--- config.mk ---
export PLATFORM = sky130hd
export DESIGN_NAME = lock_order_cycle_detector
export DESIGN_NICKNAME = d
export VERILOG_FILES = /design/src/rtl/locd_pkg.sv /design/src/rtl/locd_front.sv /design/src/rtl/locd_queue.sv /design/src/rtl/locd_back.sv /design/src/rtl/lock_order_cycle_detector.sv
export SDC_FILE = /design/constraint.sdc
export NUM_CORES = 2
export LEC_CHECK = 0
export ABC_CLOCK_PERIOD_IN_PS = 4150
export BUFFER_PORTS_ARGS = -buffer_cell sky130_fd_sc_hd__buf_2
export CAP_MARGIN = 0
export CORE_UTILIZATION = 57
export CTS_CLUSTER_SIZE = 8
export DETAILED_ROUTE_END_ITERATION = 16
export GPL_ROUTABILITY_DRIVEN = 1
export PLACE_DENSITY = 0.85
export SLEW_MARGIN = 10
export SYNTH_ARGS = -nofsm -noshare
export SYNTH_HDL_FRONTEND = slang
export SYNTH_HIERARCHICAL = 1
export SYNTH_SLANG_ARGS = --single-unit
--- constraint.sdc ---
create_clock -name i_clk -period 4.15 [get_ports i_clk]
set_input_delay 0.83 -clock i_clk [delete_from_list [all_inputs] [get_ports i_clk]]
set_output_delay 0.83 -clock i_clk [all_outputs]
set_load 0.02 [all_outputs]
--- src/rtl/locd_pkg.sv ---
`timescale 1ns / 1ps
package locd_pkg;

    localparam int ID_W            = 5;
    localparam int ID_COUNT        = 2 ** ID_W;
    localparam int DEF_MAX_LOCKS   = 32;
    localparam int DEF_STACK_DEPTH = 16;
    localparam int QUEUE_DEPTH     = 2;
    localparam int QP_W            = $clog2(QUEUE_DEPTH);
    localparam int QC_W            = $clog2(QUEUE_DEPTH + 1);

    typedef enum logic {
        K_ACQUIRE = 1'b0,
        K_RELEASE = 1'b1
    } t_kind;

    typedef enum logic [2:0] {
        ST_OK           = 3'd0,
        ST_DEADLOCK     = 3'd1,
        ST_MULTI_UNLOCK = 3'd2,
        ST_BAD_UNLOCK   = 3'd3,
        ST_OVERFLOW     = 3'd4
    } t_status;

    typedef struct packed {
        t_kind            kind;
        logic [ID_W-1:0]  lock_id;
    } t_cmd;

    typedef struct packed {
        t_status          status;
        logic             edge_added;
        logic [ID_W-1:0]  edge_from;
        logic [ID_W-1:0]  edge_to;
        logic             halted;
    } t_result;

endpackage

--- src/rtl/locd_front.sv ---
`timescale 1ns / 1ps
module locd_front #(
    parameter int MAX_LOCKS = locd_pkg::DEF_MAX_LOCKS
) (
    input  logic                      push,
    output logic                      full,
    input  logic                      i_kind,
    input  logic [locd_pkg::ID_W-1:0] i_lock_id,
    input  logic                      i_q_full,
    output logic                      o_wr,
    output locd_pkg::t_cmd            o_cmd
);
    import locd_pkg::*;

    // lock id reduced modulo MAX_LOCKS
    logic [ID_W-1:0] w_mod_tbl [ID_COUNT];

    for (genvar g = 0; g < ID_COUNT; g++) begin : g_mod
        assign w_mod_tbl[g] = ID_W'(g % MAX_LOCKS);
    end

    assign full          = i_q_full;
    assign o_wr          = push && !i_q_full;
    assign o_cmd.kind    = t_kind'(i_kind);
    assign o_cmd.lock_id = w_mod_tbl[i_lock_id];

endmodule

--- src/rtl/locd_queue.sv ---
`timescale 1ns / 1ps
module locd_queue (
    input  logic           i_clk,
    input  logic           i_rst_n,
    input  logic           i_wr,
    input  locd_pkg::t_cmd i_cmd,
    output logic           o_full,
    input  logic           i_rd,
    output logic           o_empty,
    output locd_pkg::t_cmd o_cmd
);
    import locd_pkg::*;

    t_cmd            r_q [QUEUE_DEPTH];
    logic [QP_W-1:0] r_wp;
    logic [QP_W-1:0] r_rp;
    logic [QC_W-1:0] r_cnt;
    logic [QP_W-1:0] n_wp;
    logic [QP_W-1:0] n_rp;

    assign n_wp = (r_wp == QP_W'(QUEUE_DEPTH - 1)) ? '0 : r_wp + 1'b1;
    assign n_rp = (r_rp == QP_W'(QUEUE_DEPTH - 1)) ? '0 : r_rp + 1'b1;

    always_ff @(posedge i_clk) begin
        if (!i_rst_n) begin
            r_wp  <= '0;
            r_rp  <= '0;
            r_cnt <= '0;
        end else begin
            if (i_wr) begin
                r_wp <= n_wp;
            end
            if (i_rd) begin
                r_rp <= n_rp;
            end
            unique case ({i_wr, i_rd})
                2'b10:   r_cnt <= r_cnt + 1'b1;
                2'b01:   r_cnt <= r_cnt - 1'b1;
                default: r_cnt <= r_cnt;
            endcase
        end
    end

    always_ff @(posedge i_clk) begin
        if (i_wr) begin
            r_q[r_wp] <= i_cmd;
        end
    end

    assign o_full  = (r_cnt == QC_W'(QUEUE_DEPTH));
    assign o_empty = (r_cnt == '0);
    assign o_cmd   = r_q[r_rp];

endmodule

--- src/rtl/locd_back.sv ---
`timescale 1ns / 1ps
module locd_back #(
    parameter int MAX_LOCKS   = locd_pkg::DEF_MAX_LOCKS,
    parameter int STACK_DEPTH = locd_pkg::DEF_STACK_DEPTH
) (
    input  logic              i_clk,
    input  logic              i_rst_n,
    input  logic              i_q_empty,
    output logic              o_q_pop,
    input  locd_pkg::t_cmd    i_cmd,
    output logic              empty,
    input  logic              pop,
    output locd_pkg::t_result o_res
);
    import locd_pkg::*;

    localparam int RW    = $clog2(MAX_LOCKS);
    localparam int SP_W  = (STACK_DEPTH > 1) ? $clog2(STACK_DEPTH) : 1;
    localparam int CNT_W = $clog2(STACK_DEPTH + 1);

    typedef enum logic [1:0] {
        S_IDLE,
        S_TOP,
        S_ROW,
        S_WALK
    } t_state;

    t_state                 r_state,    n_state;
    t_cmd                   r_cmd,      n_cmd;
    logic [CNT_W-1:0]       r_count,    n_count;
    logic                   r_halted,   n_halted;
    logic [ID_W-1:0]        r_top,      n_top;
    logic [MAX_LOCKS-1:0]   r_seen,     n_seen;
    logic [MAX_LOCKS-1:0]   r_pending,  n_pending;
    logic                   r_inflight, n_inflight;
    logic                   r_ovalid,   n_ovalid;
    t_result                r_res,      n_res;

    // held-lock stack
    logic [ID_W-1:0]        r_stk [STACK_DEPTH];
    logic [ID_W-1:0]        r_stk_rd;

    // lock-order matrix, one valid bit per row
    logic [MAX_LOCKS-1:0]   r_mtx [MAX_LOCKS];
    logic [MAX_LOCKS-1:0]   r_mvld;
    logic [MAX_LOCKS-1:0]   r_mrow;
    logic                   r_mrow_vld;

    logic                   w_take;
    logic                   w_push;
    logic                   w_mwr;
    logic [RW-1:0]          w_maddr;
    logic [RW-1:0]          w_id_row;
    logic [RW-1:0]          w_top_row;
    logic [MAX_LOCKS-1:0]   w_row;
    logic [MAX_LOCKS-1:0]   w_bit;
    logic [MAX_LOCKS-1:0]   w_lowest;
    logic [RW-1:0]          w_pick;
    logic                   w_res_fire;

    assign w_take    = (r_state == S_IDLE) && !i_q_empty && (!r_ovalid || pop);
    assign o_q_pop   = w_take;
    assign w_row     = r_mrow_vld ? r_mrow : '0;
    assign w_id_row  = RW'(r_cmd.lock_id);
    assign w_top_row = RW'(r_top);
    assign w_bit     = MAX_LOCKS'(1) << w_id_row;
    assign w_lowest  = r_pending & (~r_pending + MAX_LOCKS'(1));

    always_comb begin
        w_pick = '0;
        for (int i = 0; i < MAX_LOCKS; i++) begin
            if (w_lowest[i]) begin
                w_pick = w_pick | RW'(i);
            end
        end
    end

    always_comb begin
        logic [MAX_LOCKS-1:0] v_grow;
        logic [MAX_LOCKS-1:0] v_seen;
        t_status              v_status;
        logic                 v_edge;

        n_state    = r_state;
        n_cmd      = r_cmd;
        n_count    = r_count;
        n_halted   = r_halted;
        n_top      = r_top;
        n_seen     = r_seen;
        n_pending  = r_pending;
        n_inflight = r_inflight;
        n_ovalid   = r_ovalid && !pop;
        n_res      = r_res;
        w_push     = 1'b0;
        w_mwr      = 1'b0;
        w_maddr    = w_pick;
        w_res_fire = 1'b0;
        v_status   = ST_OK;
        v_edge     = 1'b0;
        v_grow     = r_inflight ? (w_row & ~r_seen) : '0;
        v_seen     = r_seen | v_grow;

        unique case (r_state)
            S_IDLE: begin
                if (w_take) begin
                    n_cmd   = i_cmd;
                    n_state = S_TOP;
                end
            end
            S_TOP: begin
                n_top   = r_stk_rd;
                w_maddr = RW'(r_stk_rd);
                if (r_halted) begin
                    w_res_fire = 1'b1;
                end else if (r_cmd.kind == K_RELEASE) begin
                    w_res_fire = 1'b1;
                    if (r_count == '0) begin
                        v_status = ST_MULTI_UNLOCK;
                    end else if (r_stk_rd != r_cmd.lock_id) begin
                        v_status = ST_BAD_UNLOCK;
                    end else begin
                        n_count = r_count - 1'b1;
                    end
                end else if (r_count == CNT_W'(STACK_DEPTH)) begin
                    w_res_fire = 1'b1;
                    v_status   = ST_OVERFLOW;
                end else if (r_count == '0 || r_stk_rd == r_cmd.lock_id) begin
                    w_res_fire = 1'b1;
                    w_push     = 1'b1;
                end else begin
                    n_state = S_ROW;
                end
            end
            S_ROW: begin
                if ((w_row & w_bit) != '0) begin
                    w_res_fire = 1'b1;
                    w_push     = 1'b1;
                end else begin
                    w_mwr      = 1'b1;
                    n_seen     = w_bit;
                    n_pending  = w_bit;
                    n_inflight = 1'b0;
                    n_state    = S_WALK;
                end
            end
            S_WALK: begin
                n_seen = v_seen;
                if (r_pending != '0) begin
                    n_inflight = 1'b1;
                    n_pending  = (r_pending & ~w_lowest) | v_grow;
                end else begin
                    n_inflight = 1'b0;
                    n_pending  = v_grow;
                end
                if (v_seen[w_top_row]) begin
                    w_res_fire = 1'b1;
                    v_edge     = 1'b1;
                    v_status   = ST_DEADLOCK;
                end else if (r_pending == '0 && !r_inflight) begin
                    w_res_fire = 1'b1;
                    v_edge     = 1'b1;
                    w_push     = 1'b1;
                end
            end
        endcase

        if (w_push) begin
            n_count = r_count + 1'b1;
        end

        if (w_res_fire) begin
            n_state          = S_IDLE;
            n_ovalid         = 1'b1;
            n_halted         = r_halted || (v_status != ST_OK);
            n_res.status     = v_status;
            n_res.edge_added = v_edge;
            n_res.edge_from  = v_edge ? r_top : '0;
            n_res.edge_to    = v_edge ? r_cmd.lock_id : '0;
            n_res.halted     = n_halted;
        end
    end

    always_ff @(posedge i_clk) begin
        if (!i_rst_n) begin
            r_state    <= S_IDLE;
            r_count    <= '0;
            r_halted   <= 1'b0;
            r_inflight <= 1'b0;
            r_ovalid   <= 1'b0;
        end else begin
            r_state    <= n_state;
            r_count    <= n_count;
            r_halted   <= n_halted;
            r_inflight <= n_inflight;
            r_ovalid   <= n_ovalid;
        end
        r_cmd     <= n_cmd;
        r_top     <= n_top;
        r_seen    <= n_seen;
        r_pending <= n_pending;
        r_res     <= n_res;
    end

    always_ff @(posedge i_clk) begin
        if (w_push) begin
            r_stk[SP_W'(r_count)] <= r_cmd.lock_id;
        end
        r_stk_rd <= r_stk[SP_W'(r_count - 1'b1)];
    end

    always_ff @(posedge i_clk) begin
        if (w_mwr) begin
            r_mtx[w_top_row] <= w_row | w_bit;
        end
        r_mrow <= r_mtx[w_maddr];
    end

    always_ff @(posedge i_clk) begin
        if (!i_rst_n) begin
            r_mvld     <= '0;
            r_mrow_vld <= 1'b0;
        end else begin
            if (w_mwr) begin
                r_mvld[w_top_row] <= 1'b1;
            end
            r_mrow_vld <= r_mvld[w_maddr];
        end
    end

    assign empty = !r_ovalid;
    assign o_res = r_res;

    a_halt_sticky: assert property (@(posedge i_clk) disable iff (!i_rst_n)
        r_halted |=> r_halted)
        else $error("halt flag dropped");

    a_count_range: assert property (@(posedge i_clk) disable iff (!i_rst_n)
        r_count <= CNT_W'(STACK_DEPTH))
        else $error("stack count beyond depth");

    a_slot_free: assert property (@(posedge i_clk) disable iff (!i_rst_n)
        w_res_fire |-> !r_ovalid)
        else $error("result beat overwrites a waiting result");

    a_walk_subset: assert property (@(posedge i_clk) disable iff (!i_rst_n)
        (r_state == S_WALK) |-> ((r_pending & ~r_seen) == '0))
        else $error("walk frontier outside visited set");

endmodule

--- src/rtl/lock_order_cycle_detector.sv ---
`timescale 1ns / 1ps
// Channel   Handshake              Payload
// input     push / full            i_kind, i_lock_id
// result    empty / pop            o_status, o_edge_added, o_edge_from, o_edge_to, o_halted
//
// A release, a repeat acquire or an acquire onto an empty stack finishes in the engine's S_TOP state.
// An acquire of a known edge finishes in S_ROW; a new edge adds a walk that issues one matrix row
// read per cycle and waits each time the frontier runs dry, through the single registered read
// port of the order matrix.
// Reset is synchronous; the matrix row valid bits clear at once, no clearing pass.
// A 2-beat queue takes input while the engine works or a result beat waits on pop.
module lock_order_cycle_detector #(
    parameter int MAX_LOCKS   = locd_pkg::DEF_MAX_LOCKS,
    parameter int STACK_DEPTH = locd_pkg::DEF_STACK_DEPTH
) (
    input  logic                      i_clk,
    input  logic                      i_rst_n,
    input  logic                      push,
    output logic                      full,
    input  logic                      i_kind,
    input  logic [locd_pkg::ID_W-1:0] i_lock_id,
    output logic                      empty,
    input  logic                      pop,
    output logic [2:0]                o_status,
    output logic                      o_edge_added,
    output logic [locd_pkg::ID_W-1:0] o_edge_from,
    output logic [locd_pkg::ID_W-1:0] o_edge_to,
    output logic                      o_halted
);
    import locd_pkg::*;

    logic    w_q_full;
    logic    w_q_wr;
    t_cmd    w_q_in;
    logic    w_q_empty;
    logic    w_q_pop;
    t_cmd    w_q_out;
    t_result w_res;

    locd_front #(
        .MAX_LOCKS (MAX_LOCKS)
    ) u_front (
        .push      (push),
        .full      (full),
        .i_kind    (i_kind),
        .i_lock_id (i_lock_id),
        .i_q_full  (w_q_full),
        .o_wr      (w_q_wr),
        .o_cmd     (w_q_in)
    );

    locd_queue u_queue (
        .i_clk   (i_clk),
        .i_rst_n (i_rst_n),
        .i_wr    (w_q_wr),
        .i_cmd   (w_q_in),
        .o_full  (w_q_full),
        .i_rd    (w_q_pop),
        .o_empty (w_q_empty),
        .o_cmd   (w_q_out)
    );

    locd_back #(
        .MAX_LOCKS   (MAX_LOCKS),
        .STACK_DEPTH (STACK_DEPTH)
    ) u_back (
        .i_clk     (i_clk),
        .i_rst_n   (i_rst_n),
        .i_q_empty (w_q_empty),
        .o_q_pop   (w_q_pop),
        .i_cmd     (w_q_out),
        .empty     (empty),
        .pop       (pop),
        .o_res     (w_res)
    );

    assign o_status     = w_res.status;
    assign o_edge_added = w_res.edge_added;
    assign o_edge_from  = w_res.edge_from;
    assign o_edge_to    = w_res.edge_to;
    assign o_halted     = w_res.halted;

endmodule
==> results.yml <==
outcome:
  status: "finished, violations left"
  failed_checks: "setup timing"
global_routing:
  antenna_found_initial: 2
  grt_overflow_total: 0
  grt_max_degree: 81
  grt_pass1_vias: 38700
  grtUsageTotal_pct: 34.2
  grt_pass1_wl_mm: 242
clocking:
  cts_max_path_buffers: 3
  cts_tree: "yes"
  htreeDepth: 4
  clk_pin_slew_ns: 0.05
  clkSinkCount: 1291
  cts_buffers: 179
  clk_latency_ns: 0.78
  root_buffer: "clkbuf_16"
logic_synthesis:
  syn-num-nets: 3994
  ys_types: 86
  synth_top_area_cell: "edfxtp_1"
  synth_seq_area_share_pct: 69.9
  synthMuxAreaShare_pct: 4.75
  synth_xor_area_share_pct: 0.210
  synthTopCellsByArea: "edfxtp_1 (67%), nand2_1 (4.9%), mux2i_1 (3.3%), dfxtp_1 (3.1%), nand3_1 (2.5%)"
  synth-compound-area-share_pct: 10.9
  synthAdderAreaFrac_pct: 0.254
  ys.flop_type: "edfxtp_1"
  synth_area_um2: 54200
  ys_ff_latch: 1291
  ys_warn_count: 6
  synthTopCellsByCount: "edfxtp_1 (1,206), nand2_1 (711), nand3_1 (268), clkbuf_1 (186), mux2i_1 (180)"
  synth_top_area_share_pct: 66.8
  syn-mean-instance-area_um2: 13.7
  synthArstFlopShare_pct: 0
  synthSimpleGateAreaFrac_pct: 11.2
  synthCells: 3973
  yosysMostFrequentCell: "edfxtp_1"
  synth_edf_count: 1206
  synth_top_family_by_area: "simple AND/OR/NAND/NOR gates"
sta:
  drv_slew: 0
  hold_viol_final: 0
  fin_crit_sh_pct: 100
  relSlewSlack_pct: 12.6
  period_needed_ns: 4.16
  worstMarginPinSlew_ns: 1.31
  fmax_mhz: 241
  setup_slack_ns: -0.00565
  rsz0062_at_grt: "no"
  finClkSkew_ns: 0.0312
  finalSetupTns_ns: -0.00565
  setup_viol: 1
finish:
  syn_to_final_growth_pct: 16.7
  nNetsFinal: 4185
  drive_above_1_share_pct: 15.2
  antenna_cells: 0
power:
  seqPwrFrac_pct: 36.0
  power_mw: 47.4
  powerDensity_nw_per_um2: 750
  p_comb_share_pct: 35.5
  ir_worst_vdd_v: 0.000509
  swShare_pct: 36.9
  p_switching_mw: 17.5
  clock_power_share_pct: 28.6
  internal-power_mw: 30.0
  p_leak_nw: 21.5
flow_run:
  cap_violations: 0
setup_path:
  worstSetupPathType: "reg2reg"
  slowest_delay_ns: 1.09
  critPathArrivalTime_ns: 4.77
  critPathCaptureType: "flop"
  crit_top_cell: "and4_1"
  startpoint: "u_back/r_pending[8]"
  slowest_stage: "o32ai_1"
  cp_cell_sequence: "nor4_1, buf_4, and4_1, and4_1, or2_2, o32ai_1, nand3_1, buf_12, o22ai_1, nor4_2"
  worstReg2RegStart: "u_back/r_pending[8]"
  crit_end: "u_back/r_mrow[25]"
  worstPathRequired_ns: 4.77
  r2r_cells: 10
  critPathMaxFanout: 28
  r2r-end: "u_back/r_mrow[25]"
  cp-start-kind: "flop"
  ff2ff_setup_slack_ns: -0.006
floorplan:
  initial_core_util_pct: 57.9
  fp.coreArea_um2: 93700
  io-pin-count: 27
  die_w_um: 310
  dieHeight_um: 310
  die_area_um2: 96400
  core.rowCount: 112
drt:
  via_count: 39200
  routedWlPerCell_um: 29.9
  vias_per_cell: 7.06
  drc: 0
  drtIter0Drc: 6848
  drtPass1Iterations: 8
  postRouteAntennaNets: 0
  drt_wl_total_mm: 166
place:
  portBuffers: 26
  gp_congestion: 0.995
  hpwl_mm: 93.8
  dp_slack_ns: 0.0192
hold_path:
  hold_path.class: "in2reg"
## worst max-delay path, delay by kind of cell (launching register included)
| family | cells | cell delay, ns |
|---|---|---|
| buffers and inverters | 2 | 0.45 |
| AO/OA/AOI/OAI | 2 | 1.64 |
| flip-flops | 1 | 0.50 |
| AND/OR/NAND/NOR | 6 | 1.39 |
## cell type report
| cell class | count | area [µm²] |
|---|---|---|
| sequential | 1291 | 37900 |
| fill | 5636 | 30500 |
| multi-input combinational | 2346 | 15200 |
| clock buffer | 303 | 4940 |
| timing repair buffer | 308 | 3220 |
| tap | 1254 | 1570 |
| clock inverter | 14 | 245 |
| inverter | 38 | 143 |
## flip-flops by register name, indices dropped and copies added, names as in the netlist, named ones only
name and cells:
u_back/r_halted 1, u_queue/r_rp 1, u_back/r_mrow 32, u_back/r_ovalid 1
u_back/r_count 5, u_back/r_mtx 1024, u_back/r_stk 80, u_queue/r_wp 1
u_back/r_inflight 1, u_queue/r_cnt 2, u_back/w_id_row 5, u_back/r_state 2
u_back/r_mrow_vld 1, u_back/r_stk_rd 5, u_back/r_mvld 32, u_back/r_top 5
u_queue/r_q 12, u_back/r_cmd 1, u_back/o_res 15, u_back/r_pending 32
u_back/r_seen 32
## per-stage QoR
stage               instances  hold slack [ns]  util, %  area (µm²)
floorplan                3973            0.440        -       54200
global placement         5234            0.446     61.9       58000
detailed placement       5234            0.452     61.9       58000
CTS                      5551            0.227     67.4       63200
global route             5554            0.249     67.5       63300
finish                   5554            0.261     67.5       63300
## repair_timing
action                                  in CTS  in global routing
resized for setup                            1                  5
cloned                                       0                  1
hold buffers                                 0                  0
endpoints found under the setup margin       1                 29
setup buffers                                0                  0
## per-layer routing
layer,track usage [%],up-vias,part of all wire [%]
met5,0,-,0.010
met4,20.2,2,6.2
met3,9.88,841,15
met2,52.9,3697,46
met1,43.1,18900,33
li1,-,15800,-
## power groups by stage
stage	Clock (mW)	Sequential [mW]	Combinational [mW]
2_1_floorplan	0	16.7	9.63
3_3_place_gp	0	17.2	15.1
3_5_place_dp	0	17.2	15.6
4_1_cts	13.5	17.0	16.1
5_1_grt	14.1	17.0	17.3
6_report	13.5	17.1	16.8
## layout by cell type (no fill, tap or decap), types with 35 or more instances in the layout
cell | Yosys | final
edfxtp_1 | 1206 | 1206
a22oi_1 | 66 | 66
mux2i_1 | 180 | 180
a32oi_1 | 67 | 67
o21a_1 | 35 | 35
buf_4 | 16 | 205
a31oi_1 | 92 | 91
clkbuf_1 | 186 | 124
clkbuf_16 | 0 | 180
dfxtp_1 | 85 | 84
o211ai_1 | 70 | 70
a2bb2oi_1 | 64 | 64
o22ai_1 | 36 | 36
nor2_1 | 115 | 77
nor2_4 | 0 | 37
o21ai_0 | 41 | 37
a21oi_1 | 116 | 115
nand3_1 | 268 | 268
buf_12 | 0 | 72
nand2_1 | 711 | 711
## logic make-up (layout without fill, tap and decap cells)
logic type / Yosys count / after routing
and+or+nand+nor: 1306 / 1306
DFF: 1291 / 1291
AOI/OAI and AO/OA: 798 / 798
buffers and inverters: 336 / 663
muxes: 218 / 218
xor gates and xnor gates: 13 / 13
adders and majority gates: 11 / 11
## how the worst min path moves through the flow
stage | slack, ns | depth (start not counted) | endpoint | from
floorplan | 0.44 | 1 | u_back/r_mvld[12] | u_back/r_mvld[12]
global placement | 0.45 | 1 | u_back/r_mvld[19] | u_back/r_mvld[19]
detailed placement | 0.45 | 1 | u_back/r_mvld[16] | u_back/r_mvld[16]
CTS | 0.23 | 1 | u_queue/r_q[0][3] | i_lock_id[3]
global route | 0.25 | 1 | u_queue/r_q[0][3] | i_lock_id[3]
finish | 0.26 | 1 | u_queue/r_q[0][3] | i_lock_id[3]
Note: power is estimated with default switching activity, not from simulation.
